--- src/design/difference_blend_yuv_pixel_assert.svh ---
// ---------------------------------------------------------------------------
// Difference blend assertion macros
// Shared property templates, clocked on clk and disabled while rst_n is low.
// ---------------------------------------------------------------------------
`ifndef DIFFERENCE_BLEND_YUV_PIXEL_ASSERT_SVH
`define DIFFERENCE_BLEND_YUV_PIXEL_ASSERT_SVH

// The consequent must hold in the same cycle as the antecedent.
`define DBY_ASSERT_IMP(lbl, ante, cons) \
  lbl: assert property (@(posedge clk) disable iff (!rst_n) (ante) |-> (cons)) \
    else $error("difference blend assertion failed");

// The consequent must hold in the cycle after the antecedent.
`define DBY_ASSERT_NXT(lbl, ante, cons) \
  lbl: assert property (@(posedge clk) disable iff (!rst_n) (ante) |=> (cons)) \
    else $error("difference blend assertion failed");

`endif

--- src/design/dby_pkg.sv ---
// ---------------------------------------------------------------------------
// Difference blend package
// Shared widths, register codes and the configuration bundle for the lanes.
// ---------------------------------------------------------------------------
package dby_pkg;

  localparam int SAMPLE_W    = 16;
  localparam int BITS_W      = 5;
  localparam int MIN_BITS    = 8;
  localparam int LANE_STAGES = 5;

  typedef enum logic [1:0] {
    REG_PIXEL_BITS = 2'd0,
    REG_OPACITY    = 2'd1,
    REG_MASK_EN    = 2'd2
  } reg_idx_t;

  typedef struct packed {
    logic [BITS_W-1:0]   bits;
    logic [BITS_W-1:0]   shift;
    logic [SAMPLE_W-1:0] maxv;
    logic [SAMPLE_W-1:0] half;
    logic [SAMPLE_W-1:0] step;
    logic [SAMPLE_W-1:0] opac;
    logic                mask_en;
  } blend_cfg_t;

endpackage

--- src/design/dby_merge.sv ---
// ---------------------------------------------------------------------------
// Difference blend merge stage
// Combines the three lanes: overbright pull of chroma toward grey, luma
// clamp and final chroma clamp, ending in the output register.
// ---------------------------------------------------------------------------
module dby_merge import dby_pkg::*; #(
  parameter int W = 16
) (
  input  logic                clk,
  input  logic [1:0]          en,
  input  blend_cfg_t          cfg,
  input  logic [W:0]          y_in,
  input  logic [W:0]          u_in,
  input  logic [W:0]          v_in,
  output logic [SAMPLE_W-1:0] out_luma,
  output logic [SAMPLE_W-1:0] out_cb,
  output logic [SAMPLE_W-1:0] out_cr
);

  localparam int PW = 2 * W;

  function automatic logic [W-1:0] sat_res(input logic [PW-1:0] v,
                                           input logic [W-1:0] m);
    return (v > PW'(m)) ? m : v[W-1:0];
  endfunction

  logic [W-1:0]  maxv;
  logic [W-3:0]  step_w;
  logic [W:0]    top_w;
  logic [W:0]    m_full;
  logic [W-3:0]  m_w;
  logic          ovr;
  logic [PW-1:0] su;
  logic [PW-1:0] sv;
  logic [PW-1:0] uc;
  logic [PW-1:0] vc;

  logic          ovr_f_r;
  logic [W-1:0]  y_f_r;
  logic [W:0]    u_f_r;
  logic [W:0]    v_f_r;
  logic [PW-1:0] pu_f_r;
  logic [PW-1:0] pv_f_r;
  logic [PW-1:0] h_f_r;
  logic [SAMPLE_W-1:0] luma_r;
  logic [SAMPLE_W-1:0] cb_r;
  logic [SAMPLE_W-1:0] cr_r;

  always_comb begin
    maxv   = cfg.maxv[W-1:0];
    step_w = cfg.step[W-3:0];
    top_w  = (W+1)'(maxv) + (W+1)'(step_w) + (W+1)'(1);
    ovr    = y_in > (W+1)'(maxv);
    m_full = (y_in < top_w) ? (top_w - y_in) : '0;
    m_w    = m_full[W-3:0];
    su     = (pu_f_r + h_f_r) >> cfg.shift;
    sv     = (pv_f_r + h_f_r) >> cfg.shift;
    uc     = ovr_f_r ? su : PW'(u_f_r);
    vc     = ovr_f_r ? sv : PW'(v_f_r);
  end

  always_ff @(posedge clk) begin
    if (en[0]) begin
      ovr_f_r <= ovr;
      y_f_r   <= y_in[W-1:0];
      u_f_r   <= u_in;
      v_f_r   <= v_in;
      pu_f_r  <= PW'(u_in) * PW'(m_w);
      pv_f_r  <= PW'(v_in) * PW'(m_w);
      h_f_r   <= PW'(step_w - m_w) << (cfg.bits - BITS_W'(1));
    end
    if (en[1]) begin
      luma_r <= SAMPLE_W'(ovr_f_r ? maxv : y_f_r);
      cb_r   <= SAMPLE_W'(sat_res(uc, maxv));
      cr_r   <= SAMPLE_W'(sat_res(vc, maxv));
    end
  end

  assign out_luma = luma_r;
  assign out_cb   = cb_r;
  assign out_cr   = cr_r;

endmodule

--- config.mk ---
export PLATFORM = sky130hd
export DESIGN_NAME = dby_merge
export DESIGN_NICKNAME = d
export VERILOG_FILES = /design/src/design/difference_blend_yuv_pixel_assert.svh /design/src/design/dby_pkg.sv /design/src/design/dby_merge.sv
export SDC_FILE = /design/constraint.sdc
export NUM_CORES = 2
export LEC_CHECK = 0
export ABC_AREA = 1
export ABC_CLOCK_PERIOD_IN_PS = 10100
export BUFFER_PORTS_ARGS = -buffer_cell sky130_fd_sc_hd__buf_2
export CORE_ASPECT_RATIO = 0.5
export CORE_MARGIN = 2
export CORE_UTILIZATION = 40
export CTS_CLUSTER_SIZE = 12
export DETAILED_ROUTE_END_ITERATION = 8
export SYNTH_ARGS = -nofsm -noshare
export SYNTH_HDL_FRONTEND = slang
export SYNTH_SLANG_ARGS = --single-unit
--- constraint.sdc ---
create_clock -name clk -period 10.1 [get_ports clk]
set_clock_uncertainty 0.2 [all_clocks]
set_input_delay 0.505 -clock clk [delete_from_list [all_inputs] [get_ports clk]]
set_output_delay 0.505 -clock clk [all_outputs]
set_load 0.02 [all_outputs]
==> results.md <==
* Met1 usage at 0.420
* Io pins at 177
* FF+latch count, synth at 193
* Area leader, netlist: fa_1
* Final count of pins violating max slew at 0
* Filler cell count in the final layout at 8604
* YS warnings at 0
* Area of the die at 0.0866 mm2
* HPWL Detailed at 102 mm
* Placer congestion estimate at 0.966
* Final Setup Violations at 0
* Worst Max-Slew Pin Slew at 1120 ps
* Std-Cell Rows at 75
* CTS Sinks at 193
* Initial antenna violation count at 18
* CP peak stage delay at 540 ps
* Fin crit period at 9590 ps
* Syn Area/Cell at 7.34 um2
* DR vias at 31400
* Slowest-stage cell, CP: fa_1
* RR Startpoint: h_f_r[0]
* Grt met3 use at 0.0505
* Adder-cell share of the synthesized area at 0.347
* Xor/xnor cell area share of the yosys netlist at 0.0305
* Via-to-Cell Ratio at 5.34
* Seq/Total Area, Yosys at 0.172
* Fmax at 104 MHz
* Largest net degree at the start of global routing at 76
* Total grt overflow at 0
* Hold Path Class: in -> reg
* CTS tree: built
* Synth cell count leaders: nand2_1 (1251), inv_1 (753), nor2_1 (406)
* Clock Latency Late Sink at 510 ps
* First-pass GRT wire length at 181 mm
* Post-route clock period utilization at 0.950
* Crit path arrival time at 9650 ps
* DRT Pass-1 Iters at 6
* Crit Reg-Reg Endpoint: out_cr[0]
* Min-delay src: y_in[15]
* Worst Hold End: y_f_r[15]
* Synthesized cell area at 0.0336 mm2
* Top-count cell post-synth: nand2_1
* Cell depth of the worst hold path at 1
* Core area at 0.0835 mm2
* Status: finished clean
* Max Cap Viol at 0
* Final WL at 121 mm
* DRC Markers at 0
* Largest family of logic cells by synthesized area: adder cells
* FFs w/ async S/R, synth at 0
* Worst setup margin at 507 ps
* Die Y at 209 um
* Mux share of post-synthesis cell area at 0.000298
* Critical Path End Type: flip-flop
* Post-route ant nets at 0
* Worst Path Max Fanout at 13
* Hold buffers post-CTS at 0
* Worst Setup Start Kind: input port
* Routed wire per std cell at 20.6 um
* Worst Setup Path Type: in -> reg
* Hold Fails Final Rpt at 0
* Port Buf Inserts at 141
* Initial core utilization at 0.403
* Worst Reg-to-Reg Cells at 27
* Worst-path clk slew at 70 ps
* Area delta synth->final at 9.80%
* Die Wd at 414 um
* Synth Area in Compound Gates at 0.0802
* Most common flop cell mapped by yosys: edfxtp_1
* Layout cell share with drive strength beyond 1 at 0.0828
* Worst Path Required at 10160 ps
* Netlist cell types at 50
* DR iter-0 viols at 3182
* M2 GR Usage at 0.406
* Top cell type's share of synthesized area at 0.214
* Synth Area in Simple Gates at 0.265
* Nets at 5583
* Post-Syn Nets at 5429
* GR Util All Layers at 0.279
* TritonCTS Buffers at 17
* GR peak layer: met1
* CTS max path bufs at 2
* Synth area leaders: fa_1 (21%), edfxtp_1 (17%), nand2_1 (14%), ha_1 (13%), inv_1 (8.4%)
* R2r setup slk at 3900 ps
* EDFF count, synth at 193
* RSZ-0062 raised after global routing: no
* H-tree levels at 4
* Slew HR at 0.254
* Root Buffer: clkbuf_16
* Synth Instances at 4582
* Vias in the first global route at 29700
* Pre-CTS setup slack at -205 ps
==> worst max-delay path: cells and delay by family <==
kind	cells	cell delay [ps]
AOI/OAI and AO/OA	11	2420
xor gates and xnor gates	2	250
adders and majority gates	9	3700
buffers and inverters	7	1080
and+or+nand+nor	16	1680
==> cell usage in the layout (no fill, tap or decap), types with 44 or more instances in the layout <==
master,instances
nor2_1,405
buf_4,130
fa_1,359
xor2_1,73
a21oi_1,178
nand2_1,1251
o211ai_1,44
ha_1,359
inv_1,750
o21ai_0,157
buf_2,140
edfxtp_1,193
nand3_1,382
==> registers in the layout, indices dropped and copies added (netlist names) <==
register and flops:
h_f_r 32, pu_f_r 31, pv_f_r 31, u_f_r 17, v_f_r 17, out_cb 16
out_cr 16, out_luma 16, y_f_r 16, ovr_f_r 1
==> worst max-delay path by stage <==
stage | startpoint | to | depth (start not counted)
6_report | cfg[51] | pu_f_r[29] | 45
5_1_grt | cfg[49] | pv_f_r[28] | 45
4_1_cts | cfg[49] | pu_f_r[24] | 48
3_5_place_dp | cfg[49] | pu_f_r[24] | 48
3_3_place_gp | cfg[49] | pu_f_r[24] | 48
2_1_floorplan | cfg[17] | pu_f_r[26] | 45
==> layout make-up <==
class	count	area [um2]	area share
diodes	7	17.5	0.000474
clock buffers	18	429	0.0116
clock inverters	14	119	0.00322
inverters	773	2910	0.0786
multi-input cells	3469	24400	0.660
flip-flops and latches	193	5800	0.157
well taps	1116	1400	0.0378
repair buffers	282	1910	0.0516
==> metrics by stage <==
step,setup TNS (ps),cell area [um2],instances,hold slack [ps],util
2_1_floorplan,0,33600,4582,300,-
3_5_place_dp,-1080,36300,5833,312,0.435
5_1_grt,0,36900,5870,27.1,0.442
6_report,0,36900,5872,36.8,0.442
4_1_cts,0,36900,5865,8.35,0.442
3_3_place_gp,-123,36300,5833,307,0.435
==> logic make-up (layout without fill, tap and decap cells) <==
kind of cell | count (synthesis) | in the layout
and+or+nand+nor | 2156 | 2156
buffers and inverters | 920 | 1087
adders and majority gates | 718 | 718
AOI/OAI and AO/OA | 477 | 477
DFF | 193 | 193
xor gates and xnor gates | 117 | 117
muxes | 1 | 1
other | 0 | 7
==> what timing repair did <==
item / CTS / global route
buffers inserted: 0 / 0
setup endpoints to repair: 0 / 26
gates resized for setup: 0 / 13
==> metal layers <==
layer  vias to the layer above  part of all wire
met3                       174             0.090
met1                     15100              0.47
li1                      14800                 -
met2                      1286              0.41
met5                         -                 0
met4                         0             0.027
Power is left out: the tool's default activity adds up to more than one toggle a clock period on the data nets, which glitch-free logic cannot reach.
