## src/design/difference_blend_yuv_pixel_assert.svh

```systemverilog
// ---------------------------------------------------------------------------
// Difference blend assertion macros
// Shared property templates, clocked on clk and disabled while rst_n is low.
// ---------------------------------------------------------------------------
`ifndef DIFFERENCE_BLEND_YUV_PIXEL_ASSERT_SVH
`define DIFFERENCE_BLEND_YUV_PIXEL_ASSERT_SVH

// The consequent must hold in the same cycle as the antecedent.
`define DBY_ASSERT_IMP(lbl, ante, cons) \
  lbl: assert property (@(posedge clk) disable iff (!rst_n) (ante) |-> (cons)) \
    else $error("difference blend assertion failed");

// The consequent must hold in the cycle after the antecedent.
`define DBY_ASSERT_NXT(lbl, ante, cons) \
  lbl: assert property (@(posedge clk) disable iff (!rst_n) (ante) |=> (cons)) \
    else $error("difference blend assertion failed");

`endif

```

## src/design/dby_pkg.sv

```systemverilog
// ---------------------------------------------------------------------------
// Difference blend package
// Shared widths, register codes and the configuration bundle for the lanes.
// ---------------------------------------------------------------------------
package dby_pkg;

  localparam int SAMPLE_W    = 16;
  localparam int BITS_W      = 5;
  localparam int MIN_BITS    = 8;
  localparam int LANE_STAGES = 5;

  typedef enum logic [1:0] {
    REG_PIXEL_BITS = 2'd0,
    REG_OPACITY    = 2'd1,
    REG_MASK_EN    = 2'd2
  } reg_idx_t;

  typedef struct packed {
    logic [BITS_W-1:0]   bits;
    logic [BITS_W-1:0]   shift;
    logic [SAMPLE_W-1:0] maxv;
    logic [SAMPLE_W-1:0] half;
    logic [SAMPLE_W-1:0] step;
    logic [SAMPLE_W-1:0] opac;
    logic                mask_en;
  } blend_cfg_t;

endpackage

```

## src/design/dby_lane.sv

```systemverilog
// ---------------------------------------------------------------------------
// Difference blend lane
// Five-stage datapath for one channel: difference, effective weight,
// blend products, rounding sum and division by the pixel maximum.
// ---------------------------------------------------------------------------
module dby_lane import dby_pkg::*; #(
  parameter int W = 16
) (
  input  logic                   clk,
  input  logic [LANE_STAGES-1:0] en,
  input  blend_cfg_t             cfg,
  input  logic [SAMPLE_W-1:0]    base,
  input  logic [SAMPLE_W-1:0]    over,
  input  logic [SAMPLE_W-1:0]    mask,
  output logic [W:0]             blend
);

  localparam int XW = 2 * W + 1;

  // Division by 2^n - 1: fold the high part onto the low part, then the
  // quotient needs at most two increments for the value ranges seen here.
  function automatic logic [XW-1:0] div_max(input logic [XW-1:0] x,
                                            input logic [BITS_W-1:0] n,
                                            input logic [W-1:0] m);
    logic [XW-1:0] mx;
    logic [XW-1:0] a;
    logic [XW-1:0] c;
    logic [XW-1:0] s;
    mx = XW'(m);
    a  = x >> n;
    c  = x & mx;
    s  = a + c;
    if (s >= (mx << 1)) begin
      return a + XW'(2);
    end else if (s >= mx) begin
      return a + XW'(1);
    end else begin
      return a;
    end
  endfunction

  function automatic logic [W-1:0] sat_in(input logic [SAMPLE_W-1:0] v,
                                          input logic [SAMPLE_W-1:0] m);
    return (v > m) ? m[W-1:0] : v[W-1:0];
  endfunction

  logic [W-1:0]  maxv;
  logic [W-1:0]  rnd;
  logic [W-1:0]  b_s;
  logic [W-1:0]  o_s;
  logic [W-1:0]  m_s;
  logic [W-1:0]  absd;

  logic [W:0]    diff_a_r;
  logic [W-1:0]  b_a_r;
  logic [XW-1:0] pm_a_r;
  logic [W:0]    diff_b_r;
  logic [W-1:0]  b_b_r;
  logic [W-1:0]  eff_b_r;
  logic [XW-1:0] p1_c_r;
  logic [XW-1:0] p2_c_r;
  logic [XW-1:0] x_d_r;
  logic [W:0]    y_e_r;
  logic [XW-1:0] eff_q;
  logic [XW-1:0] y_q;

  always_comb begin
    maxv  = cfg.maxv[W-1:0];
    rnd   = maxv >> 1;
    b_s   = sat_in(base, cfg.maxv);
    o_s   = sat_in(over, cfg.maxv);
    m_s   = sat_in(mask, cfg.maxv);
    absd  = (b_s > o_s) ? (b_s - o_s) : (o_s - b_s);
    eff_q = div_max(pm_a_r + XW'(rnd), cfg.bits, maxv);
    y_q   = div_max(x_d_r, cfg.bits, maxv);
  end

  always_ff @(posedge clk) begin
    if (en[0]) begin
      diff_a_r <= (W+1)'(absd) + (W+1)'(cfg.half[W-1:0]);
      b_a_r    <= b_s;
      pm_a_r   <= XW'(m_s) * XW'(cfg.opac[W-1:0]);
    end
    if (en[1]) begin
      diff_b_r <= diff_a_r;
      b_b_r    <= b_a_r;
      eff_b_r  <= cfg.mask_en ? eff_q[W-1:0] : cfg.opac[W-1:0];
    end
    if (en[2]) begin
      p1_c_r <= XW'(diff_b_r) * XW'(eff_b_r);
      p2_c_r <= XW'(maxv - eff_b_r) * XW'(b_b_r);
    end
    if (en[3]) begin
      x_d_r <= p1_c_r + p2_c_r + XW'(rnd);
    end
    if (en[4]) begin
      y_e_r <= y_q[W:0];
    end
  end

  assign blend = y_e_r;

endmodule

```

## config.mk

```make
export PLATFORM = sky130hd
export DESIGN_NAME = dby_lane
export DESIGN_NICKNAME = d
export VERILOG_FILES = /design/src/design/difference_blend_yuv_pixel_assert.svh /design/src/design/dby_pkg.sv /design/src/design/dby_lane.sv
export SDC_FILE = /design/constraint.sdc
export NUM_CORES = 2
export LEC_CHECK = 0
export BUFFER_PORTS_ARGS = -buffer_cell sky130_fd_sc_hd__buf_2
export CORE_MARGIN = 8
export CORE_UTILIZATION = 39
export DETAILED_ROUTE_END_ITERATION = 8
export GPL_TIMING_DRIVEN = 0
export PLACE_DENSITY_LB_ADDON = 0.05
export SYNTH_ARGS = -nofsm -noshare
export SYNTH_HDL_FRONTEND = slang
export SYNTH_SLANG_ARGS = --single-unit
```

## constraint.sdc

```tcl
create_clock -name clk -period 14.6 [get_ports clk]
set_input_delay 2.19 -clock clk [delete_from_list [all_inputs] [get_ports clk]]
set_output_delay 2.19 -clock clk [all_outputs]
set_load 0.005 [all_outputs]
```

==> metrics.yaml <==
status:
  status: "finished clean"
synth:
  post_synth_num_cell_types: 116
  synth.largest_area_cell: "fa_1"
  synth_edf_count: 230
  netlist_top_cells_count: "935 x inv_1, 699 x fa_1, 688 x nand2_1, 564 x ha_1, 376 x and2_1"
  synth_top_area_frac: 0.2758
  ys_top_cells_by_area: "fa_1 28%, ha_1 14%, edfxtp_1 14%"
  yosysSeqAreaShare: 0.1361
  syn_area_per_cell_sq_um: 9.010
  synth-warning-count: 0
  synthesis.nets: 7023
  synth-seq-cells: 230
  async_flop_share: 0
  netlist_instances: 5631
  yosysMostFrequentCell: "inv_1"
  synth_flop_cell: "edfxtp_1"
  mappedNetlistArea_sq_um: 50730
drt:
  via_count: 40963
  top_layer: "met5"
  drtAntennaViolNets: 0
  first_pass_iters: 5
  remaining_drc_errors: 0
  wl_met2_um: 79330
  drt-total-wl_um: 181900
  wire_per_inst_um: 24.05
  m1WireLength_um: 87290
  wl_met3_um: 10840
  drt_iter0_drc: 3332
  vias_per_cell: 5.416
cts:
  worstSkewPairLatency_ps: 590
  cts_hold_buffers: 0
  clk_pin_slew_ps: 60
  cts_root_buf: "clkbuf_16"
  cts_tree: "built"
  cts.sinks: 230
  h-tree-depth: 2
  cts_buffers: 34
  ctsResizeCount: 3
  clockBufferDepth: 3
  post_cts_buffers: 0
setup_path:
  crit_cells: 37
  path_class: "primary input to flop"
  cp_top_family: "compound AO/OA/AOI/OAI gates"
  crit_path_start_kind: "primary input"
  cp-startpoint: "cfg[50]"
  rr_startpoint: "pm_a_r[0]$_DFFE_PP_"
  path_max_fanout: 10
  endpoint: "eff_b_r[15]$_DFFE_PP_"
  cp-end-kind: "flop"
  crit_buf_inv: 4
  r2r_end: "eff_b_r[15]$_DFFE_PP_"
  timing.reg2reg.setup_slack_ps: 2150
  critPathSlowestCell: "or4_1"
  crit_arrival_ps: 14350
  ff2ff_path_depth: 36
  cpPeakStageDelay_ps: 760
  worstPathRequired_ps: 14900
  cpMostUsedCell: "a21oi_1"
layout:
  final_core_util: 0.4229
  area_growth_pct: 7.793
  drive_gt1_frac: 0.06105
  fin_nets: 7183
sta:
  hold_violations: 0
  rsz0062_at_grt: "no"
  slew-limit-headroom: 0.06778
  worst_pin_slew_ps: 1395
  setup_violations: 0
  slew_violations: 0
  fin_crit_sh: 0.9625
  skew_ps: 24.61
  fin_crit_ps: 14050
  fmax_mhz: 71.16
floorplanning:
  coreArea_sq_um: 129300
  die_h_um: 376.7
  die-area_sq_um: 141900
  start_util: 0.3923
  fp.dieW_um: 376.7
  ios: 146
  core.rowCount: 132
grt:
  grt_max_degree: 62
  first_global_vias: 41240
  track_usage: 0.2547
  antenna_found_initial: 10
  gr-total-overflow: 0
  grt_pass1_wl_um: 272100
placement:
  io_buffers: 122
  dpl.hpwl_um: 151800
  gp_congestion: 0.9366
flow_run:
  cap_violations: 0
worst_hold_path:
  holdCritPathClass: "flop to flop"
==> placed cells by master, fill, tap and decap left out, types with 18 or more instances in the layout <==
cell type    n
inv_1      935
fa_1       699
nand2_1    688
ha_1       564
and2_1     376
nor2_1     240
a21oi_1    234
edfxtp_1   230
xnor2_1    172
clkbuf_1   168
o21ai_0    140
buf_2      130
nand3_1     76
mux2i_1     76
nor2b_1     75
a21o_1      74
nor3_1      66
mux2_2      61
o21a_1      57
nand2b_1    47
a211oi_1    47
xor2_1      43
nand4_1     42
or3_1       35
clkbuf_16   35
o21bai_1    33
and3_1      27
a21boi_0    24
o211ai_1    24
mux4_2      23
a31oi_1     20
or2_2       20
buf_1       18
==> worst min-delay path by stage <==
| stage | startpoint | end | slack (ps) | depth (start not counted) |
|---|---|---|---|---|
| final | diff_a_r[10]$_DFFE_PP_ | diff_b_r[10]$_DFFE_PP_ | 410 | 0 |
| after global routing | diff_a_r[10]$_DFFE_PP_ | diff_b_r[10]$_DFFE_PP_ | 410 | 0 |
| after CTS | diff_a_r[10]$_DFFE_PP_ | diff_b_r[10]$_DFFE_PP_ | 400 | 0 |
| after detailed placement | b_a_r[9]$_DFFE_PP_ | b_b_r[9]$_DFFE_PP_ | 400 | 0 |
| after global placement | diff_a_r[0]$_DFFE_PP_ | diff_b_r[0]$_DFFE_PP_ | 400 | 0 |
| after floorplan | b_a_r[0]$_DFFE_PP_ | b_b_r[0]$_DFFE_PP_ | 400 | 0 |
==> metrics by stage <==
step / hold WS (ps) / TNS [ps] / setup slack, ps / area [sq um] / std cells
after floorplan: 400.3 / 0 / 3262 / 50730 / 5631
after global placement: 401.1 / -10800 / -844.7 / 53530 / 7495
after detailed placement: 404.5 / -9183 / -745.0 / 53600 / 7498
after CTS: 404.3 / 0 / 249.5 / 54680 / 7558
after global routing: 408.8 / 0 / 162.6 / 54670 / 7557
final: 405.9 / 0 / 547.7 / 54690 / 7563
==> flip-flops by register name, summed over array words and instances (netlist names) <==
name	cells
p1_c_r	33
p2_c_r	33
x_d_r	33
pm_a_r	32
blend	17
diff_a_r	17
diff_b_r	17
b_a_r	16
b_b_r	16
eff_b_r	16
==> logic make-up (layout without fill, tap and decap cells) <==
group	count (synthesis)	in the layout	synth area share
flops	230	230	0.1361
xor+xnor	215	215	0.03712
compound gates	865	865	0.1154
other cells	0	6	0
fa+ha+maj	1264	1264	0.4151
buf+inv	1147	1331	0.08831
simple gates	1748	1748	0.1682
mux	162	162	0.03971
==> final cells by class <==
| class | count | area (sq um) |
|---|---|---|
| clock inverter | 18 | 161.4 |
| multi-input combinational | 4254 | 39370 |
| sequential | 230 | 6907 |
| timing repair buffer | 125 | 675.6 |
| fill | 13074 | 74630 |
| clock buffer | 42 | 902.1 |
| tap | 1742 | 2180 |
| antenna | 6 | 15.01 |
| inverter | 935 | 3510 |
| buffer | 211 | 969.7 |
==> per-layer routing <==
| metal | vias up | track usage |
|---|---|---|
| met1 | 20608 | 0.3816 |
| met2 | 1268 | 0.3933 |
| met5 | - | 0 |
| met3 | 193 | 0.03123 |
| li1 | 18892 | - |
| met4 | 2 | 0.05501 |
Power is left out: the tool's default activity adds up to more than one toggle a clock period on the data nets, which glitch-free logic cannot reach.
